File: src/hdl/brtc_pkg.sv
// Package: shared types and constants for the BCD real-time clock registers.
`default_nettype none
package brtc_pkg;

  typedef enum logic [1:0] {
    ACT_SET_PTR = 2'd0,
    ACT_WRITE   = 2'd1,
    ACT_READ    = 2'd2,
    ACT_TICK    = 2'd3
  } action_t;

  // Commands from the controller to the datapath
  typedef struct packed {
    logic    exec;
    action_t action;
    logic [7:0] data;
  } brtc_cmd_t;

  localparam logic [7:0] HALT_BIT  = 8'h80;
  localparam logic [7:0] MODE12    = 8'h40;
  localparam logic [7:0] PM_BIT    = 8'h20;
  localparam logic [7:0] HR12_MASK = 8'h1F;
  localparam logic [7:0] HR24_MASK = 8'h3F;
  localparam logic [7:0] MODE_MASK = 8'hC0;

  // Binary to BCD for values 0..99
  function automatic logic [7:0] to_bcd(input logic [6:0] v);
    logic [3:0] t;
    logic [6:0] r;
    begin
      t = 4'd0;
      r = v;
      if (r >= 7'd80) begin t = t + 4'd8; r = r - 7'd80; end
      if (r >= 7'd40) begin t = t + 4'd4; r = r - 7'd40; end
      if (r >= 7'd20) begin t = t + 4'd2; r = r - 7'd20; end
      if (r >= 7'd10) begin t = t + 4'd1; r = r - 7'd10; end
      to_bcd = {t, r[3:0]};
    end
  endfunction

  // BCD to binary, two nibbles, result up to 165
  function automatic logic [7:0] from_bcd(input logic [3:0] hi, input logic [3:0] lo);
    from_bcd = {1'b0, hi, 3'b000} + {3'b000, hi, 1'b0} + {4'h0, lo};
  endfunction

endpackage
`default_nettype wire

File: src/hdl/brtc_ctrl.sv
// Controller: accepts items, issues datapath commands, strobes results.
`default_nettype none
module brtc_ctrl
  import brtc_pkg::*;
(
  input  wire logic       clk,
  input  wire logic       rst_n,
  input  wire logic       start,
  input  wire logic [1:0] in_action,
  input  wire logic [7:0] in_data_byte,
  output logic            busy,
  output brtc_cmd_t       cmd,
  output logic            out_valid
);

  typedef enum logic {ST_IDLE, ST_EXEC} state_t;
  state_t     state_r;
  action_t    action_r;
  logic [7:0] data_r;

  // Capture the item, hold the command in the execute state, then strobe the result
  always_ff @(posedge clk) begin
    if (!rst_n) begin
      state_r   <= ST_IDLE;
      out_valid <= 1'b0;
      action_r  <= ACT_SET_PTR;
      data_r    <= 8'd0;
    end else begin
      out_valid <= 1'b0;
      case (state_r)
        ST_IDLE: begin
          if (start) begin
            state_r  <= ST_EXEC;
            action_r <= action_t'(in_action);
            data_r   <= in_data_byte;
          end
        end
        ST_EXEC: begin
          state_r   <= ST_IDLE;
          out_valid <= 1'b1;
        end
        default: state_r <= ST_IDLE;
      endcase
    end
  end

  assign cmd  = '{exec: (state_r == ST_EXEC), action: action_r, data: data_r};
  assign busy = (state_r == ST_EXEC);

endmodule
`default_nettype wire

File: src/hdl/brtc_dp.sv
// Datapath: register file, BCD decode, calendar counters and read port.
`default_nettype none
module brtc_dp
  import brtc_pkg::*;
#(
  parameter int REG_SPACE = 64
) (
  input  wire logic       clk,
  input  wire logic       rst_n,
  input  wire brtc_cmd_t  cmd,
  output logic [7:0]      out_read_data
);

  localparam int PW = $clog2(REG_SPACE);
  localparam int RAMD = REG_SPACE - 8;
  localparam int RW = $clog2(RAMD);

  logic [PW-1:0] ptr_r;
  logic [7:0]    tb_r [8];
  logic [7:0]    ram [RAMD];
  logic [5:0]    sec_r, min_r;
  logic [4:0]    hour_r, mday_r;
  logic [2:0]    wday_r;
  logic [3:0]    mon_r;
  logic [6:0]    year_r;

  logic          is_time;
  logic [RW-1:0] ram_addr;
  logic [PW-1:0] ptr_inc;
  logic [7:0]    b, dec, hdec, sdec;
  logic [4:0]    mlen;
  logic          c_sec, c_min, c_hour, c_day, c_mon;
  logic [5:0]    sec_t, min_t;
  logic [4:0]    hour_t, mday_t;
  logic [2:0]    wday_t;
  logic [3:0]    mon_t;
  logic [6:0]    year_t;
  logic [4:0]    h12;
  logic [7:0]    hbyte;

  // Reduce a pointer byte modulo the register space
  function automatic logic [PW-1:0] ptr_wrap(input logic [7:0] v);
    int r;
    r = int'(v);
    for (int k = 3; k >= 0; k--) begin
      if (r >= (REG_SPACE << k)) r = r - (REG_SPACE << k);
    end
    return PW'(r);
  endfunction

  assign b        = cmd.data;
  assign is_time  = (ptr_r < PW'(8));
  assign ram_addr = RW'(ptr_r - PW'(8));
  assign ptr_inc  = (ptr_r == PW'(REG_SPACE - 1)) ? '0 : ptr_r + PW'(1);
  assign dec      = from_bcd(b[7:4], b[3:0]);
  assign sdec     = from_bcd({1'b0, b[6:4]}, b[3:0]);

  // Decode the hours byte by 12/24 mode
  always_comb begin
    if (b[6]) begin
      hdec = from_bcd({3'b000, b[4]}, b[3:0]);
      if (b[5]) begin
        if (hdec < 8'd12) hdec = hdec + 8'd12;
      end else if (hdec == 8'd12) begin
        hdec = 8'd0;
      end
    end else begin
      hdec = from_bcd({2'b00, b[5:4]}, b[3:0]);
    end
  end

  // Month length with leap years
  always_comb begin
    case (mon_r)
      4'd2: mlen = (year_r[1:0] == 2'b00) ? 5'd29 : 5'd28;
      4'd4, 4'd6, 4'd9, 4'd11: mlen = 5'd30;
      default: mlen = 5'd31;
    endcase
  end

  // Advance the calendar by one second
  always_comb begin
    c_sec  = (sec_r == 6'd59);
    c_min  = c_sec && (min_r == 6'd59);
    c_hour = c_min && (hour_r == 5'd23);
    c_day  = c_hour && (mday_r >= mlen);
    c_mon  = c_day && (mon_r >= 4'd12);
    sec_t  = c_sec ? 6'd0 : sec_r + 6'd1;
    min_t  = c_sec ? (c_min ? 6'd0 : min_r + 6'd1) : min_r;
    hour_t = c_min ? (c_hour ? 5'd0 : hour_r + 5'd1) : hour_r;
    wday_t = c_hour ? ((wday_r >= 3'd6) ? 3'd0 : wday_r + 3'd1) : wday_r;
    mday_t = c_hour ? (c_day ? 5'd1 : mday_r + 5'd1) : mday_r;
    mon_t  = c_day ? (c_mon ? 4'd1 : mon_r + 4'd1) : mon_r;
    year_t = c_mon ? ((year_r >= 7'd99) ? 7'd0 : year_r + 7'd1) : year_r;
    if (tb_r[2][6]) begin
      if (hour_t < 5'd12) begin
        h12   = (hour_t == 5'd0) ? 5'd12 : hour_t;
        hbyte = (tb_r[2] & MODE_MASK) | (to_bcd({2'b00, h12}) & HR12_MASK);
      end else begin
        h12   = (hour_t > 5'd12) ? hour_t - 5'd12 : hour_t;
        hbyte = (tb_r[2] & MODE_MASK) | PM_BIT | (to_bcd({2'b00, h12}) & HR12_MASK);
      end
    end else begin
      h12   = hour_t;
      hbyte = (tb_r[2] & MODE_MASK) | (to_bcd({2'b00, hour_t}) & HR24_MASK);
    end
  end

  // Update pointer, time bytes and counters
  always_ff @(posedge clk) begin
    if (!rst_n) begin
      ptr_r <= '0;
      for (int i = 0; i < 8; i++) tb_r[i] <= 8'hFF;
      tb_r[2] <= 8'h3F;
      tb_r[7] <= 8'h00;
      sec_r <= '0; min_r <= '0; hour_r <= '0; wday_r <= '0;
      mday_r <= 5'd1; mon_r <= 4'd1; year_r <= '0;
    end else if (cmd.exec) begin
      case (cmd.action)
        ACT_SET_PTR: ptr_r <= ptr_wrap(b);
        ACT_WRITE: begin
          ptr_r <= ptr_inc;
          if (is_time) begin
            tb_r[ptr_r[2:0]] <= b;
            case (ptr_r[2:0])
              3'd0: sec_r <= (sdec > 8'd59) ? 6'd59 : sdec[5:0];
              3'd1: min_r <= (dec > 8'd59) ? 6'd59 : dec[5:0];
              3'd2: hour_r <= (hdec > 8'd23) ? 5'd23 : hdec[4:0];
              3'd3: wday_r <= (b[2:0] == 3'd7) ? 3'd0 : b[2:0];
              3'd4: mday_r <= (dec > 8'd31) ? 5'd31 : (dec == 8'd0) ? 5'd1 : dec[4:0];
              3'd5: mon_r <= (dec > 8'd12) ? 4'd12 : (dec == 8'd0) ? 4'd1 : dec[3:0];
              3'd6: year_r <= (dec > 8'd99) ? 7'd99 : dec[6:0];
              default: ;
            endcase
          end
        end
        ACT_READ: ptr_r <= ptr_inc;
        ACT_TICK: begin
          if (!tb_r[0][7]) begin
            sec_r <= sec_t; min_r <= min_t; hour_r <= hour_t; wday_r <= wday_t;
            mday_r <= mday_t; mon_r <= mon_t; year_r <= year_t;
            tb_r[0] <= to_bcd({1'b0, sec_t});
            tb_r[1] <= to_bcd({1'b0, min_t});
            tb_r[2] <= hbyte;
            tb_r[3] <= (wday_t == 3'd0) ? 8'd7 : {5'd0, wday_t};
            tb_r[4] <= to_bcd({2'b00, mday_t});
            tb_r[5] <= to_bcd({3'b000, mon_t});
            tb_r[6] <= to_bcd(year_t);
          end
        end
        default: ;
      endcase
    end
  end

  // User RAM write and registered read
  always_ff @(posedge clk) begin
    if (cmd.exec && cmd.action == ACT_WRITE && !is_time) ram[ram_addr] <= b;
  end

  logic [7:0] ram_q;
  always_ff @(posedge clk) begin
    ram_q <= ram[ram_addr];
  end

  // Drive the result byte in the strobe cycle
  logic       rd_r, rd_time_r;
  logic [7:0] rd_tb_r;
  always_ff @(posedge clk) begin
    if (!rst_n) rd_r <= 1'b0;
    else        rd_r <= cmd.exec && cmd.action == ACT_READ;
    rd_time_r <= is_time;
    rd_tb_r   <= tb_r[ptr_r[2:0]];
  end

  assign out_read_data = !rd_r ? 8'd0 : rd_time_r ? rd_tb_r : ram_q;

`ifndef SYNTHESIS
  a_ptr_range: assert property (@(posedge clk) disable iff (!rst_n)
    ptr_r < PW'(REG_SPACE - 1) || ptr_r == PW'(REG_SPACE - 1))
    else $error("pointer out of range");
  a_halt_hold: assert property (@(posedge clk) disable iff (!rst_n)
    (cmd.exec && cmd.action == ACT_TICK && tb_r[0][7]) |=> $stable(sec_r))
    else $error("halted tick changed seconds");
  a_sec_range: assert property (@(posedge clk) disable iff (!rst_n) sec_r <= 6'd59)
    else $error("seconds out of range");
`endif

endmodule
`default_nettype wire

File: src/hdl/bcd_real_time_clock_registers_unit.sv
// Top level: BCD real-time clock register file.
`default_nettype none
// Each item is accepted when start is high and busy low; busy then stays high
// for one cycle while the datapath executes. The result byte appears in the
// cycle after that, with out_valid for one cycle; the receiver cannot stall
// it. User RAM powers up undefined; read it only after writing it.
module bcd_real_time_clock_registers_unit
  import brtc_pkg::*;
#(
  parameter int REG_SPACE = 64
) (
  input  wire logic       clk,
  input  wire logic       rst_n,
  input  wire logic       start,
  output logic            busy,
  input  wire logic [1:0] in_action,
  input  wire logic [7:0] in_data_byte,
  output logic            out_valid,
  output logic [7:0]      out_read_data
);

  brtc_cmd_t cmd;

  brtc_ctrl u_ctrl (
    .clk, .rst_n, .start, .in_action, .in_data_byte,
    .busy, .cmd, .out_valid
  );

  brtc_dp #(.REG_SPACE(REG_SPACE)) u_dp (
    .clk, .rst_n, .cmd, .out_read_data
  );

endmodule
`default_nettype wire
File: config.mk
export PLATFORM = sky130hd
export DESIGN_NAME = bcd_real_time_clock_registers_unit
export DESIGN_NICKNAME = d
export VERILOG_FILES = /design/src/hdl/brtc_pkg.sv /design/src/hdl/brtc_ctrl.sv /design/src/hdl/brtc_dp.sv /design/src/hdl/bcd_real_time_clock_registers_unit.sv
export SDC_FILE = /design/constraint.sdc
export NUM_CORES = 1
export LEC_CHECK = 0
export ABC_AREA = 0
export BUFFER_PORTS_ARGS = -buffer_cell sky130_fd_sc_hd__buf_2
export CELL_PAD_IN_SITES_DETAIL_PLACEMENT = 0
export CELL_PAD_IN_SITES_GLOBAL_PLACEMENT = 1
export CORE_MARGIN = 1
export CORE_UTILIZATION = 35
export DETAILED_ROUTE_END_ITERATION = 10
export GPL_TIMING_DRIVEN = 0
export HOLD_SLACK_MARGIN = 0.15
export PLACE_DENSITY_LB_ADDON = 0.1
export SLEW_MARGIN = 20
export SYNTH_ARGS = -nofsm -noshare
export SYNTH_HDL_FRONTEND = slang
export SYNTH_SLANG_ARGS = --single-unit
File: constraint.sdc
create_clock -name clk -period 11.8 [get_ports clk]
set_input_delay 0.59 -clock clk [delete_from_list [all_inputs] [get_ports clk]]
set_output_delay 0.59 -clock clk [all_outputs]
set_load 0.02 [all_outputs]
After elaboration in Yosys (flattened, before gate mapping) --
Memory sizes are Yosys's and may differ from the RTL's. A register that Yosys moved wholly into a read port is not among the register bits. Index checks and enable logic that the tools add are counted. Widths: inputs -> output; s select.
Word-level totals: bits in registers 56, RAM bits 512, input bits 13, output and inout bits 10, word-level logic and storage cells 531, memories kept 2
Memories:
- u_dp.ram | depth 56, bits a word 8, rd ports 1, clocked after memory_dff 1, wr ports 1, RTL line brtc_dp.sv:20 | logic [7:0] ram [RAMD];
- u_dp.tb_r | depth 8, bits a word 8, rd ports 3, clocked after memory_dff 1, wr ports 8, RTL line brtc_dp.sv:19 | logic [7:0] tb_r [8];
Cells by class: add/subtract/negate cells 71, order comparisons 45, eq/ne operators 29, mux-type cells 329, bitwise gates (word level) 13, reductions and logical operators 28
Operator list (count):
- $mux 7 | 90
- $mux 4 | 124
- $mux 8 | 18
- $mux 32 | 4
- $mux 6 | 13
- $mux 5 | 15
- $ge 7x4->1 const B | 7
- $ge 7x5->1 const B | 7
- $ge 7x6->1 const B | 7
- $sub 7x5->7 const B | 7
- $sub 7x6->7 const B | 7
- $mux 1 | 40
- $pmux 6 s2 | 3
- $reduce_and 5->1 | 7
- $add 8x4->8 | 4
- $ge 32x8->1 const B | 1
- $sub 4x4->4 const B | 8
- $pmux 5 s2 | 3
- $ge 5x7->1 const B | 4
- $sub 5x7->7 const B | 4
- $mux 3 | 8
- $add 4x1->4 const B | 5
- $add 6x1->6 const B | 3
- $eq 6x6->1 const B | 3
- 65 further kinds | 123

Longest topological paths before layout --
depth in word-level cells 32, gate-level depth with buffers 29

Modules after synthesis --
Synthesis repeated with hierarchy kept, for this count alone.
Second synthesis, totals: cell total of the unflattened synthesis 2129, area, all modules 26591.8 um2
By module, submodules not included:
- brtc_dp | instances 1, cells each 2080, area an instance 26107.5 um2
- brtc_ctrl | instances 1, cells each 49, area an instance 484.2 um2

Worst setup path before layout --
No wires, ideal clock.
path kind register to register, from reg u_dp.mon_r[0], to mem u_dp.tb_r[6][2], data pin, arrival time 4.741 ns, data required time 11.539 ns, slack 6.798 ns, cell stages (with the launch flop) 28, buffers on the path 0, path through dfxtp_1 inv_1 ha_1 o21ai_0 o21ai_0 o21ai_0 ha_1 or3b_2 nand4_1 or4_4 o21a_1 nor3_2 nand3_1 o21ai_0 a21oi_1 ha_1 o21ai_0 mux2_2 nand2_1 or2_2 a41oi_1 a211o_1 ha_1 inv_1 nor2_1 o21ba_1 nor2_1 o32a_1
RTL lines:
- start, declared | RTL line brtc_dp.sv:24 | logic [3:0] mon_r;
- start signal, assigned | RTL line brtc_dp.sv:131 | 3'd5: mon_r <= (dec > 8'd12) ? 4'd12 : (dec == 8'd0) ? 4'd1 : dec[3:0];
- start signal, assigned | RTL line brtc_dp.sv:141 | mday_r <= mday_t; mon_r <= mon_t; year_r <= year_t;
- end, declared | RTL line brtc_dp.sv:19

==> metrics.md <==
| Metric | Value |
|---|---|
| CP endpoint kind | `register` |
| Synth Area in Adders | `under 10%` |
| Antenna violations before repair | `1` |
| Power per cell area | `between 150 and 200 nW/um^2` |
| CORE AREA | `74,900 sq um` |
| Setup crit start kind | `register` |
| Final setup viols | `0` |
| MaxCap Viol Count | `0` |
| # DRC | `0` |
| Post-DP Area | `28,200 sq um` |
| CTS Hold Buffers Added | `0` |
| RSZ-0062 raised after global routing | `no` |
| Global Route Usage Sum | `between 20% and 30%` |
| Fill cells | `7,047` |
| Mux contribution to synthesized area | `~1.7%` |
| Chip height | `around 280 um` |
| Largest net degree at the start of global routing | `62` |
| Sequential area share after synthesis | `63.0%` |
| Synth Cell Area | `26,700 sq um` |
| Static leakage | `between 10 and 15 nW` |
| GRT overflow | `0` |
| Syn_nets | `approximately 2.2k` |
| Final critical-path share of the clock period | `between 50% and 60%` |
| Final Max Tran Viols | `0` |
| Crit Path Category | `register to register` |
| Die width | `278 um` |
| Async SR Flop Fraction | `0%` |
| Final hold violation count | `0` |
| Worst r2r path cells | `25` |
| Start of the worst register-to-register path | `u_dp.year_r[0]` |
| Num CTS Buffers | `69` |
| CTS root buf | `clkbuf_16` |
| Hold depth | `3` |
| Relative slew slack | `about a fifth` |
| Post-Synth Simple-Gate Area | `a little over a tenth` |
| Clk_lat worst skew | `0.63 ns` |
| Compound-gate portion of the synthesized area | `17.4%` |
| Area growth syn-to-layout | `13.9%` |
| Storage cell area | `16,800 sq um` |
| Instance count of the mapped netlist | `2,157` |
| Layout Utilization | `40.5%` |
| Clk slew on worst S/H paths | `0.06 ns` |
| Fin Clk Skew | `0.0183 ns` |
| Routed Antenna Nets | `0` |
| Post-synth EDFFs | `512` |
| Area of the multi-input gates | `9100 sq um` |
| CTS tree | `built` |
| First-pass iteration count of the detailed router | `5` |
| Primary FF master, synth | `edfxtp_1` |
| Synth Area in XOR/XNOR | `less than 1%` |
| CTS Buffer Depth | `3` |
| Mean area per synthesized cell | `12.4 sq um` |
| Dpl hpwl | `67,200 um` |
| Gpl congestion | `~0.88` |
| Die ar. | `77,300 sq um` |
| Initial Utilization | `35.6%` |
| CTS Sinks | `584` |
| Share of layout cells above drive strength 1 | `9.35%` |
| I/O pins | `23` |
| DP Cell Count | `3,153` |
| Post-CTS Resized | `0` |
| Synth Register Bits | `584` |
| Worst Hold End | `u_ctrl.action_r[0]` |
| Vias in the first global route | `18.7k` |
| Setup TNS | `0 ns` |
| Final period demand of the worst path | `roughly 6.0 ns` |
| DRT Wirelength | `approximately 99,000 um` |
| Worst Hold Class | `primary input to register` |
| Tot Pwr | `~4.8 mW` |
| H-tree Lvls | `3` |
| FF-to-FF setup slack | `between 5 and 6 ns` |
| Initial drt markers | `2,065` |
| RR Endpoint | `u_dp.tb_r[6][2]` |
| Status | `finished clean` |
| Vias per cell | `5.94` |
| Critical path arrival | `6.35 ns` |
| Largest family of logic cells by synthesized area | `compound AO/OA/AOI/OAI gates` |
| Hold path start | `in_action[0]` |
| Synthesis Warnings | `0` |
| Peak supply drop | `roughly 0.000086 V` |
| Required time of the critical path | `12.16 ns` |
| Cell variety after synth | `98` |
| Std-Cell Rows | `100` |
| First-pass GRT wire length | `140,000 um` |
| Max FO, Critical Path | `8` |
| Finished Layout Cells | `3,282` |
| Design area | `30,400 sq um` |
| Vias post-DR | `19.5k` |
| Final nets | `2,341` |
| Fmax achieved | `167 MHz` |
| IO buf count | `22` |
| WL/cell | `roughly 30 um` |
| Post-CTS Setup Inserts | `0` |
| Worst slew pin tran | `1.22 ns` |
## where the power goes
part | switching, mW | internal, mW
registers | 0.0345 | 2.27
clock network | 0.908 | 1.21
logic | 0.256 | 0.0965
## synth_stat cells, types with 12 or more instances
library cell	instances	share of area [%]
edfxtp_1	512	58
a22oi_1	209	5.9
nor2_1	179	2.5
nand2_1	163	2.3
a21oi_1	114	2.1
clkbuf_1	99	1.4
dfxtp_1	72	5.4
ha_1	70	3.3
o21ai_0	66	1.2
nand4_1	57	1.3
inv_1	56	0.79
a221oi_1	43	1.4
nand3_1	37	0.69
nor3_1	36	0.68
a31oi_1	29	0.68
mux2i_1	29	1.1
a22o_1	28	0.92
nor2b_1	25	0.59
and3_1	24	0.56
buf_1	21	0.30
o211ai_1	16	0.45
a21o_1	15	0.42
o21a_1	15	0.42
a211oi_1	13	0.37
nand2b_1	13	0.30
xnor2_1	12	0.39
## cell usage in the layout (no fill, tap or decap), types with 9 or more instances in the layout
master,Yosys,routed
a31oi_1,29,29
xnor2_1,12,12
a22o_1,28,28
clkbuf_16,0,70
a22oi_1,209,209
a21o_1,15,15
buf_2,10,38
nor2b_1,25,25
inv_1,56,56
nand3_1,37,37
nand4_1,57,57
edfxtp_1,512,512
ha_1,70,70
o211ai_1,16,16
and3_1,24,24
clkinv_1,4,19
mux2i_1,29,29
clkinv_2,0,14
nor3_1,36,35
nand2b_1,13,13
xor2_1,10,10
nor2_1,179,179
nand2_1,163,163
clkbuf_1,99,103
a41oi_1,11,11
o21ai_0,66,66
dfxtp_1,72,64
a211oi_1,13,13
or3_1,10,10
a21oi_1,114,114
buf_1,21,15
a221oi_1,43,43
o22ai_1,9,9
o21a_1,15,15
## how the worst max path moves through the flow
stage                               from               to  slack (ns)
final                     u_dp.year_r[0]  u_dp.tb_r[6][2]        5.81
after global routing      u_dp.year_r[0]  u_dp.tb_r[6][1]        5.16
after CTS                 u_dp.year_r[0]  u_dp.tb_r[6][2]        5.79
after detailed placement  u_dp.year_r[0]  u_dp.tb_r[6][2]        5.81
after global placement     u_dp.ptr_r[1]   u_dp.ram[2][7]        5.49
after floorplan            u_dp.mon_r[0]  u_dp.tb_r[6][2]        6.80
## per-layer routing
metal,track usage [%],up-vias,routed length [um]
met3,2.97,135,5850
met4,8.37,2,2790
met5,0,-,8
li1,-,8663,-
met1,33.0,9926,41300
met2,43.9,757,49100
## cell type report
type,count,share of cell area [%]
diodes,2,0.0165
plain buffers,133,1.79
clock buffers,79,5.88
clock inverters,48,1.45
inverters,64,0.791
multi-input cells,1376,29.9
flip-flops and latches,584,55.4
well taps,969,3.99
repair buffers,27,0.712
## state kept, by name, indices dropped and copies added (netlist names), named ones only
name              count
u_dp.sec_r            6
u_dp.tb_r            63
u_ctrl.out_valid      1
u_dp.rd_tb_r          8
u_ctrl.data_r         8
u_dp.ptr_r            6
u_dp.year_r           7
u_dp.rd_time_r        1
u_dp.rd_r             1
u_dp.wday_r           3
u_dp.ram_q            8
u_dp.ram            448
u_dp.mon_r            4
u_dp.hour_r           5
u_ctrl.busy           1
u_ctrl.action_r       2
u_dp.min_r            6
u_dp.mday_r           5
## critical path, stage by stage (launching register included)
cell and delay, ns:
dfxtp_1 0.48, inv_1 0.12, ha_1 0.22, o21ai_0 0.12
o21ai_0 0.10, ha_1 0.30, nor3b_1 0.07, nor3_1 0.53
nand3_1 0.24, o2bb2ai_1 0.58, nand2_1 0.34, o21ai_0 0.24
a21oi_1 0.09, ha_1 0.25, o21ai_0 0.07, mux2_2 0.18
nand2_1 0.09, or2_2 0.34, a41oi_1 0.24, a211o_1 0.22
ha_1 0.21, inv_1 0.10, nor2_1 0.13, o21ba_1 0.13
nor2_1 0.04, o32a_1 0.30
## stage by stage
stage / hold slack [ns] / setup WS (ns)
6_report: 0.219 / 5.81
5_1_grt: 0.217 / 5.16
4_1_cts: 0.196 / 5.79
3_5_place_dp: 0.496 / 5.81
3_3_place_gp: 0.473 / 5.49
2_1_floorplan: 0.444 / 6.80
## kinds of logic (layout without fill, tap and decap cells)
kind of cell / Yosys count / in the layout
flip-flops: 584 / 584
other: 0 / 2
buffers and inverters: 197 / 351
AO/OA/AOI/OAI: 650 / 650
adder cells (fa/ha/maj): 74 / 74
AND/OR/NAND/NOR: 588 / 588
multiplexers: 41 / 41
XOR/XNOR: 23 / 23
Note: power is estimated with default switching activity, not from simulation.
